## config.mk

```make
export PLATFORM = sky130hd
export DESIGN_NAME = polar_type_five_node_decoder_unit
export DESIGN_NICKNAME = d
export VERILOG_FILES = /design/src/design/pts5_pkg.sv /design/src/design/pts5_lane_mem.sv /design/src/design/polar_type_five_node_decoder_unit.sv
export SDC_FILE = /design/constraint.sdc
export NUM_CORES = 1
export LEC_CHECK = 0
export ABC_AREA = 1
export CAP_MARGIN = 20
export CORE_MARGIN = 5
export CORE_UTILIZATION = 65
export DETAILED_ROUTE_END_ITERATION = 16
export DONT_BUFFER_PORTS = 1
export PLACE_DENSITY = 0.87
export SYNTH_ARGS = -nofsm -noshare
export SYNTH_HDL_FRONTEND = slang
export SYNTH_HIERARCHICAL = 1
export SYNTH_SLANG_ARGS = --single-unit
export TNS_END_PERCENT = 50
```

## constraint.sdc

```tcl
create_clock -name clk -period 5.23 [get_ports clk]
set_input_delay 0.7845 -clock clk [delete_from_list [all_inputs] [get_ports clk]]
set_output_delay 0.7845 -clock clk [all_outputs]
set_load 0.005 [all_outputs]
```

## src/design/pts5_pkg.sv

```systemverilog
// Shared types, widths and constants for the type five polar node decoder.
`timescale 1ns / 1ps

package pts5_pkg;

  localparam int LANES  = 8;
  localparam int LANE_W = 3;
  localparam int PAIR_W = 2;
  localparam int SUM_W  = 16;
  localparam int VAL_W  = 17;
  localparam int REP_W  = 19;
  localparam int CFG_W  = 8;

  localparam logic signed [SUM_W-1:0] SUM_MAX = 16'sh7FFF;
  localparam logic signed [SUM_W-1:0] SUM_MIN = 16'sh8000;
  localparam logic signed [VAL_W-1:0] HARD_POS = 17'sd1;
  localparam logic signed [VAL_W-1:0] HARD_NEG = -17'sd1;

  typedef enum logic [2:0] {
    ST_IDLE,
    ST_ACC,
    ST_FPASS,
    ST_GPASS,
    ST_FLIP,
    ST_OUT
  } state_t;

  typedef struct packed {
    logic                    we;
    logic [LANE_W-1:0]       addr;
    logic signed [SUM_W-1:0] data;
    logic                    clear;
  } mem_wr_t;

endpackage

```

## src/design/pts5_lane_mem.sv

```systemverilog
// Lane accumulator memory: one write port, two registered read ports, per-entry valid bits.
`timescale 1ns / 1ps

module pts5_lane_mem (
  input  logic                                    clk,
  input  logic                                    rst,
  input  pts5_pkg::mem_wr_t                       wr,
  input  logic [pts5_pkg::LANE_W-1:0]             raddr_a,
  input  logic [pts5_pkg::LANE_W-1:0]             raddr_b,
  output logic signed [pts5_pkg::SUM_W-1:0]       rdata_a,
  output logic signed [pts5_pkg::SUM_W-1:0]       rdata_b
);

  logic signed [pts5_pkg::SUM_W-1:0] mem [pts5_pkg::LANES];
  logic [pts5_pkg::LANES-1:0]        valid;

  always_ff @(posedge clk) begin
    if (wr.we) begin
      mem[wr.addr] <= wr.data;
    end
    rdata_a <= valid[raddr_a] ? mem[raddr_a] : '0;
    rdata_b <= valid[raddr_b] ? mem[raddr_b] : '0;
  end

  always_ff @(posedge clk) begin
    if (rst) begin
      valid <= '0;
    end else if (wr.clear) begin
      valid <= '0;
    end else if (wr.we) begin
      valid[wr.addr] <= 1'b1;
    end
  end

endmodule

```

## src/design/polar_type_five_node_decoder_unit.sv

```systemverilog
// Top level of the streaming type five polar node decoder.
// Usage: LLRs enter on the input channel (in_valid, in_stall, llr), one per item.
// Item p of a block is added, with saturation, into lane accumulator p mod 8 held
// in a small memory. A block is 8 * block_groups items (0 acts as 1, values
// above MAX_GROUPS act as MAX_GROUPS). The user must write block_groups through
// cfg_write_en / cfg_write_data only while the block is idle; the block does
// not enforce this. Each item is read from memory, then added and written back.
// After the last item of a block, the decoder reads lane pairs twice (min-sum F
// pass, then G pass with SPC minimum search) and applies the parity flip, then
// presents eight result items on the output channel (out_valid, out_stall,
// value, lane, last), one per cycle unless stalled. in_stall is high from the
// accept of an item until it is absorbed, and during the whole decode and
// output phase. A stalled result holds its payload. Synchronous reset clears
// the accumulators, the position and sets block_groups to 1.
`timescale 1ns / 1ps

module polar_type_five_node_decoder_unit #(
  parameter int MAX_GROUPS = 128,
  parameter int LLR_WIDTH  = 8
) (
  input  logic                                  clk,
  input  logic                                  rst,
  input  logic                                  cfg_write_en,
  input  logic [pts5_pkg::CFG_W-1:0]            cfg_write_data,
  input  logic                                  in_valid,
  output logic                                  in_stall,
  input  logic signed [LLR_WIDTH-1:0]           llr,
  output logic                                  out_valid,
  input  logic                                  out_stall,
  output logic signed [pts5_pkg::VAL_W-1:0]     value,
  output logic [pts5_pkg::LANE_W-1:0]           lane,
  output logic                                  last
);

  localparam int POS_W  = $clog2(pts5_pkg::LANES * MAX_GROUPS + 1);
  localparam int GRP_BW = $clog2(MAX_GROUPS + 1);
  localparam int EG_W   = (GRP_BW > pts5_pkg::CFG_W) ? GRP_BW : pts5_pkg::CFG_W;
  localparam int SX_W   = pts5_pkg::SUM_W + 1;

  pts5_pkg::state_t state, state_next;

  logic [pts5_pkg::CFG_W-1:0]              block_groups;
  logic [POS_W-1:0]                        position;
  logic [2:0]                              cnt;
  logic signed [LLR_WIDTH-1:0]             llr_q;
  logic signed [pts5_pkg::REP_W-1:0]       rep;
  logic signed [pts5_pkg::VAL_W-1:0]       g [4];
  logic [3:0]                              neg;
  logic                                    parity;
  logic [pts5_pkg::VAL_W:0]                best;
  logic [pts5_pkg::PAIR_W-1:0]             best_idx;

  pts5_pkg::mem_wr_t                       mem_wr;
  logic [pts5_pkg::LANE_W-1:0]             raddr_a, raddr_b;
  logic signed [pts5_pkg::SUM_W-1:0]       rdata_a, rdata_b;

  logic [EG_W-1:0]                         bg_ext, eff_groups;
  logic [POS_W-1:0]                        end_pos, position_inc;
  logic                                    block_end;
  logic signed [SX_W-1:0]                  sum_wide;
  logic signed [pts5_pkg::SUM_W-1:0]       sum_sat;
  logic [pts5_pkg::PAIR_W-1:0]             pidx;
  logic [pts5_pkg::SUM_W:0]                mag_a, mag_b, mag_min;
  logic signed [pts5_pkg::REP_W-1:0]       fterm;
  logic signed [pts5_pkg::VAL_W-1:0]       a_ext, b_ext, g_val;
  logic [pts5_pkg::VAL_W:0]                g_mag;

  pts5_lane_mem u_mem (
    .clk     (clk),
    .rst     (rst),
    .wr      (mem_wr),
    .raddr_a (raddr_a),
    .raddr_b (raddr_b),
    .rdata_a (rdata_a),
    .rdata_b (rdata_b)
  );

  // Block length and end detection.
  always_comb begin
    bg_ext = EG_W'(block_groups);
    if (bg_ext == '0) begin
      eff_groups = EG_W'(1);
    end else if (bg_ext > EG_W'(MAX_GROUPS)) begin
      eff_groups = EG_W'(MAX_GROUPS);
    end else begin
      eff_groups = bg_ext;
    end
    end_pos      = POS_W'({eff_groups, {pts5_pkg::LANE_W{1'b0}}});
    position_inc = position + POS_W'(1);
    block_end    = (position_inc >= end_pos);
  end

  // Saturating accumulate.
  always_comb begin
    sum_wide = SX_W'(rdata_a) + SX_W'(llr_q);
    if (sum_wide[SX_W-1] != sum_wide[SX_W-2]) begin
      sum_sat = sum_wide[SX_W-1] ? pts5_pkg::SUM_MIN : pts5_pkg::SUM_MAX;
    end else begin
      sum_sat = sum_wide[pts5_pkg::SUM_W-1:0];
    end
  end

  // Min-sum F term and G combination of the pair read in the previous cycle.
  always_comb begin
    pidx    = pts5_pkg::PAIR_W'(cnt - 3'd1);
    a_ext   = pts5_pkg::VAL_W'(rdata_a);
    b_ext   = pts5_pkg::VAL_W'(rdata_b);
    mag_a   = a_ext[pts5_pkg::VAL_W-1] ? pts5_pkg::VAL_W'(-a_ext) : pts5_pkg::VAL_W'(a_ext);
    mag_b   = b_ext[pts5_pkg::VAL_W-1] ? pts5_pkg::VAL_W'(-b_ext) : pts5_pkg::VAL_W'(b_ext);
    mag_min = (mag_a < mag_b) ? mag_a : mag_b;
    if (rdata_a[pts5_pkg::SUM_W-1] != rdata_b[pts5_pkg::SUM_W-1]) begin
      fterm = -pts5_pkg::REP_W'(mag_min);
    end else begin
      fterm = pts5_pkg::REP_W'(mag_min);
    end
    g_val = rep[pts5_pkg::REP_W-1] ? (b_ext - a_ext) : (b_ext + a_ext);
    g_mag = g_val[pts5_pkg::VAL_W-1] ? -(pts5_pkg::VAL_W + 1)'(g_val)
                                     : (pts5_pkg::VAL_W + 1)'(g_val);
  end

  always_comb begin
    state_next = state;
    case (state)
      pts5_pkg::ST_IDLE: begin
        if (in_valid) begin
          state_next = pts5_pkg::ST_ACC;
        end
      end
      pts5_pkg::ST_ACC: begin
        state_next = block_end ? pts5_pkg::ST_FPASS : pts5_pkg::ST_IDLE;
      end
      pts5_pkg::ST_FPASS: begin
        if (cnt == 3'd4) begin
          state_next = pts5_pkg::ST_GPASS;
        end
      end
      pts5_pkg::ST_GPASS: begin
        if (cnt == 3'd4) begin
          state_next = pts5_pkg::ST_FLIP;
        end
      end
      pts5_pkg::ST_FLIP: begin
        state_next = pts5_pkg::ST_OUT;
      end
      pts5_pkg::ST_OUT: begin
        if (!out_stall && cnt == 3'(pts5_pkg::LANES - 1)) begin
          state_next = pts5_pkg::ST_IDLE;
        end
      end
      default: begin
        state_next = pts5_pkg::ST_IDLE;
      end
    endcase
  end

  always_comb begin
    in_stall     = 1'b1;
    out_valid    = 1'b0;
    mem_wr.we    = 1'b0;
    mem_wr.clear = 1'b0;
    mem_wr.addr  = position[pts5_pkg::LANE_W-1:0];
    mem_wr.data  = sum_sat;
    raddr_a      = position[pts5_pkg::LANE_W-1:0];
    raddr_b      = {1'b1, cnt[pts5_pkg::PAIR_W-1:0]};
    case (state)
      pts5_pkg::ST_IDLE: begin
        in_stall = 1'b0;
      end
      pts5_pkg::ST_ACC: begin
        mem_wr.we = 1'b1;
      end
      pts5_pkg::ST_FPASS, pts5_pkg::ST_GPASS: begin
        raddr_a = {1'b0, cnt[pts5_pkg::PAIR_W-1:0]};
      end
      pts5_pkg::ST_FLIP: begin
        mem_wr.clear = 1'b1;
      end
      pts5_pkg::ST_OUT: begin
        out_valid = 1'b1;
      end
      default: begin
        in_stall = 1'b1;
      end
    endcase
  end

  always_comb begin
    lane = cnt;
    last = (cnt == 3'(pts5_pkg::LANES - 1));
    if (cnt[2]) begin
      value = g[cnt[pts5_pkg::PAIR_W-1:0]];
    end else if (rep[pts5_pkg::REP_W-1] != neg[cnt[pts5_pkg::PAIR_W-1:0]]) begin
      value = pts5_pkg::HARD_NEG;
    end else begin
      value = pts5_pkg::HARD_POS;
    end
  end

  always_ff @(posedge clk) begin
    if (rst) begin
      state        <= pts5_pkg::ST_IDLE;
      block_groups <= pts5_pkg::CFG_W'(1);
      position     <= '0;
      cnt          <= '0;
    end else begin
      state <= state_next;
      if (cfg_write_en) begin
        block_groups <= cfg_write_data;
      end
      case (state)
        pts5_pkg::ST_IDLE: begin
          if (in_valid) begin
            llr_q <= llr;
          end
        end
        pts5_pkg::ST_ACC: begin
          if (block_end) begin
            position <= '0;
            rep      <= '0;
            cnt      <= '0;
          end else begin
            position <= position_inc;
          end
        end
        pts5_pkg::ST_FPASS: begin
          if (cnt != 3'd0) begin
            rep <= rep + fterm;
          end
          if (cnt == 3'd4) begin
            cnt    <= '0;
            parity <= 1'b0;
          end else begin
            cnt <= cnt + 3'd1;
          end
        end
        pts5_pkg::ST_GPASS: begin
          if (cnt != 3'd0) begin
            g[pidx]   <= g_val;
            neg[pidx] <= g_val[pts5_pkg::VAL_W-1];
            parity    <= parity ^ g_val[pts5_pkg::VAL_W-1];
            if (pidx == '0 || g_mag < best) begin
              best     <= g_mag;
              best_idx <= pidx;
            end
          end
          cnt <= (cnt == 3'd4) ? 3'd0 : cnt + 3'd1;
        end
        pts5_pkg::ST_FLIP: begin
          if (parity) begin
            g[best_idx]   <= -g[best_idx];
            neg[best_idx] <= ~neg[best_idx];
          end
          cnt <= '0;
        end
        pts5_pkg::ST_OUT: begin
          if (!out_stall) begin
            cnt <= cnt + 3'd1;
          end
        end
        default: begin
          cnt <= '0;
        end
      endcase
    end
  end

endmodule
```

==> run summary <==
outcome - complete, no violations
worst-case clock buffer depth - 3
placed cells - 3242
port bufs - 0
Worst-path clk slew - 0.06 ns
Final min period - 5.12 ns
Post-DP HPWL - 38.5 mm
Placer Congestion - 1.00
Die Area - 0.0363 mm^2
most frequent CP cell - nand2_1
number of CTS-inserted buffers - 36
Min Hold Slack - 0.304 ns
fin. max-slew vios - 0
drt pass-1 iters - 6
worst-path fanout max - 10
Most used DFF post-synth - edfxtp_1
DR vias/cell - 5.87
post-synthesis async set-or-reset flop share - 0
Post-CTS Hold Buffers - 0
CP max stage delay - 0.38 ns
CTS root buffer - clkbuf_16
routed len/inst - 17.5 um
Ys Warns - 6
nets - 3003
Mean Syn Cell Area - 7.45 um^2
total of max-cap violations - 0
Yosys cell types - 56
initial core utilization - 0.655
CTS tree - done
grt ovf - 0
Post-Syn Instances - 2849
Post-DRT Antenna Nets - 0
crit share post-route - 0.978
die width - 191 um
clock net sink count - 317
Tot GR Track Use - 0.304
row count - 66
sequential-to-total area share from yosys stat - 0.416
Starting DRT DRC Count - 2759
CP Capture Type - register
final WL - 58.6 mm
max frequency - 195 MHz
via count - 19620
actual slew at the worst max-slew pin - 1.07 ns
Core ar. - 0.0324 mm^2
Max transition margin - 0.284
setup violators final - 0
R2R depth - 35
vias in the first global route - 18426
CP Class - register to register
Hold Vio Cnt, Final - 0
clock latency reported for the late side of the worst-skew pair - 0.54 ns
Layout Cells excl Fill - 3342
first-pass GRT wire length - 90.4 mm
hold path depth - 1
FF-to-FF setup slack - 0.11 ns
largest net degree at the start of global routing - 69
worst hold path type - input port to register
# DRC - 0
number of enable flip-flop cells after synthesis - 248
Area Growth Syn to Fin - 11.4%
Clock Skews - 0.0304 ns
Slowest cell on crit path - ha_1
I/O pin cnt - 44
synthesized flop and latch total - 317
H-tree Lvls - 2
Worst EP arrival - 5.35 ns
Required @ worst endpoint - 5.47 ns
die outline height - 191 um
fraction of layout cells with a size suffix above 1 - 0.112
crit start category - register
post-synthesis cell area - 0.0212 mm^2
initial antenna violation count - 3
Setup TNS - 0 ns
[area by class of cell]
| class | count | area (um^2) |
|---|---|---|
| repair buffers | 76 | 628 |
| multi-input cells | 1993 | 10600 |
| flip-flops and latches | 317 | 8860 |
| clock buffers | 43 | 970 |
| fillers | 2330 | 8740 |
| inverters | 446 | 1680 |
| diodes | 5 | 12.5 |
| clock inverters | 20 | 292 |
| well taps | 442 | 553 |
[cells in the final DEF (no fill, tap or decap), drive strengths merged, types with 5 or more instances in the layout]
cell,count
or2,7
nand2,931
ha,109
a21oi,174
clkbuf,44
o22ai,8
a22oi,10
xor2,47
nand3,234
nand4,15
nand3b,8
xnor2,22
dfxtp,69
o31ai,6
clkinv,16
diode,5
o21ai,202
buf,75
edfxtp,248
o21a,5
inv,443
nor3,22
bufinv,6
nor2,156
[sequential cells by signal, indices dropped and copies added, names as in the netlist, named ones only]
signal / cells
lane: 3
u_mem/mem: 128
parity: 1
rep: 19
llr_q: 8
neg: 4
u_mem/rdata_a: 16
best: 18
g: 68
state: 3
position: 11
bg_ext: 8
u_mem/rdata_b: 16
best_idx: 2
u_mem/valid: 8
[routing by layer]
layer	GRT usage	vias up	part of all wire
li1	-	9249	-
met5	0	-	0
met3	0.0449	254	0.097
met1	0.391	8976	0.38
met4	0.133	0	0.047
met2	0.514	1141	0.48
[cell families (layout without fill, tap and decap cells)]
logic type,after synthesis,count (layout),share of synthesized area
simple gates,1382,1383,0.273
xor+xnor,69,69,0.0292
compound gates,425,425,0.107
buf+inv,542,585,0.107
fa+ha+maj,112,112,0.0671
flops,317,317,0.416
other cells,2,9,0.000354
[synthesized netlist by cell type, types with 5 or more instances]
| cell | instances | area [um^2] |
|---|---|---|
| a21oi_1 | 172 | 861 |
| a22oi_1 | 10 | 75.1 |
| buf_1 | 7 | 26.3 |
| buf_2 | 20 | 100 |
| buf_4 | 17 | 128 |
| buf_6 | 19 | 214 |
| clkbuf_1 | 32 | 120 |
| dfxtp_1 | 69 | 1380 |
| edfxtp_1 | 248 | 7450 |
| ha_1 | 109 | 1360 |
| inv_1 | 427 | 1600 |
| inv_2 | 15 | 56.3 |
| nand2_1 | 912 | 3420 |
| nand2_2 | 15 | 93.8 |
| nand3_1 | 230 | 1150 |
| nand3b_1 | 8 | 60.1 |
| nand4_1 | 15 | 93.8 |
| nor2_1 | 137 | 514 |
| nor2_2 | 15 | 93.8 |
| nor3_1 | 19 | 95.1 |
| o21a_1 | 5 | 37.5 |
| o21ai_0 | 179 | 896 |
| o21ai_1 | 20 | 100 |
| o22ai_1 | 8 | 50.1 |
| o31ai_1 | 6 | 45.0 |
| or2_2 | 5 | 31.3 |
| xnor2_1 | 21 | 184 |
| xor2_1 | 46 | 403 |
[worst max-delay path: cells and delay by family (launching register included)]
family | cells | cell delay (ns)
flip-flops | 1 | 0.37
XOR/XNOR | 1 | 0.17
adder cells (fa/ha/maj) | 2 | 0.56
AND/OR/NAND/NOR | 19 | 2.00
buffers and inverters | 4 | 0.44
AO/OA/AOI/OAI | 9 | 1.27
[metrics by stage]
step	area (um^2)	util	setup WS (ns)
global route	23600	0.730	-0.0993
CTS	22800	0.705	0.00106
global placement	21600	0.666	0.142
detailed placement	21600	0.666	-0.0403
floorplan	21200	-	0.503
finish	23600	0.730	0.115
[final timing paths]
| kind | startpoint | end |
|---|---|---|
| setup / recovery | u_mem/rdata_a[2]$_SDFF_PN0_ | best[5]$_DFFE_PP_ |
| hold / removal | rst | position[9]$_SDFFE_PP0P_ |
| setup reg to reg | u_mem/rdata_a[2]$_SDFF_PN0_ | best[5]$_DFFE_PP_ |
| hold reg to reg | u_mem/valid[2]$_SDFFE_PP0P_ | u_mem/valid[2]$_SDFFE_PP0P_ |
[timing repair]
action | 4_1_cts | 5_1_grt
setup endpoints to repair | 4 | 35
gates resized for setup | 1 | 163
setup buffers | 0 | 29
pin swaps | 0 | 49
gates cloned | 0 | 2
Power is left out: the tool's default activity adds up to more than one toggle a clock period on the data nets, which glitch-free logic cannot reach.
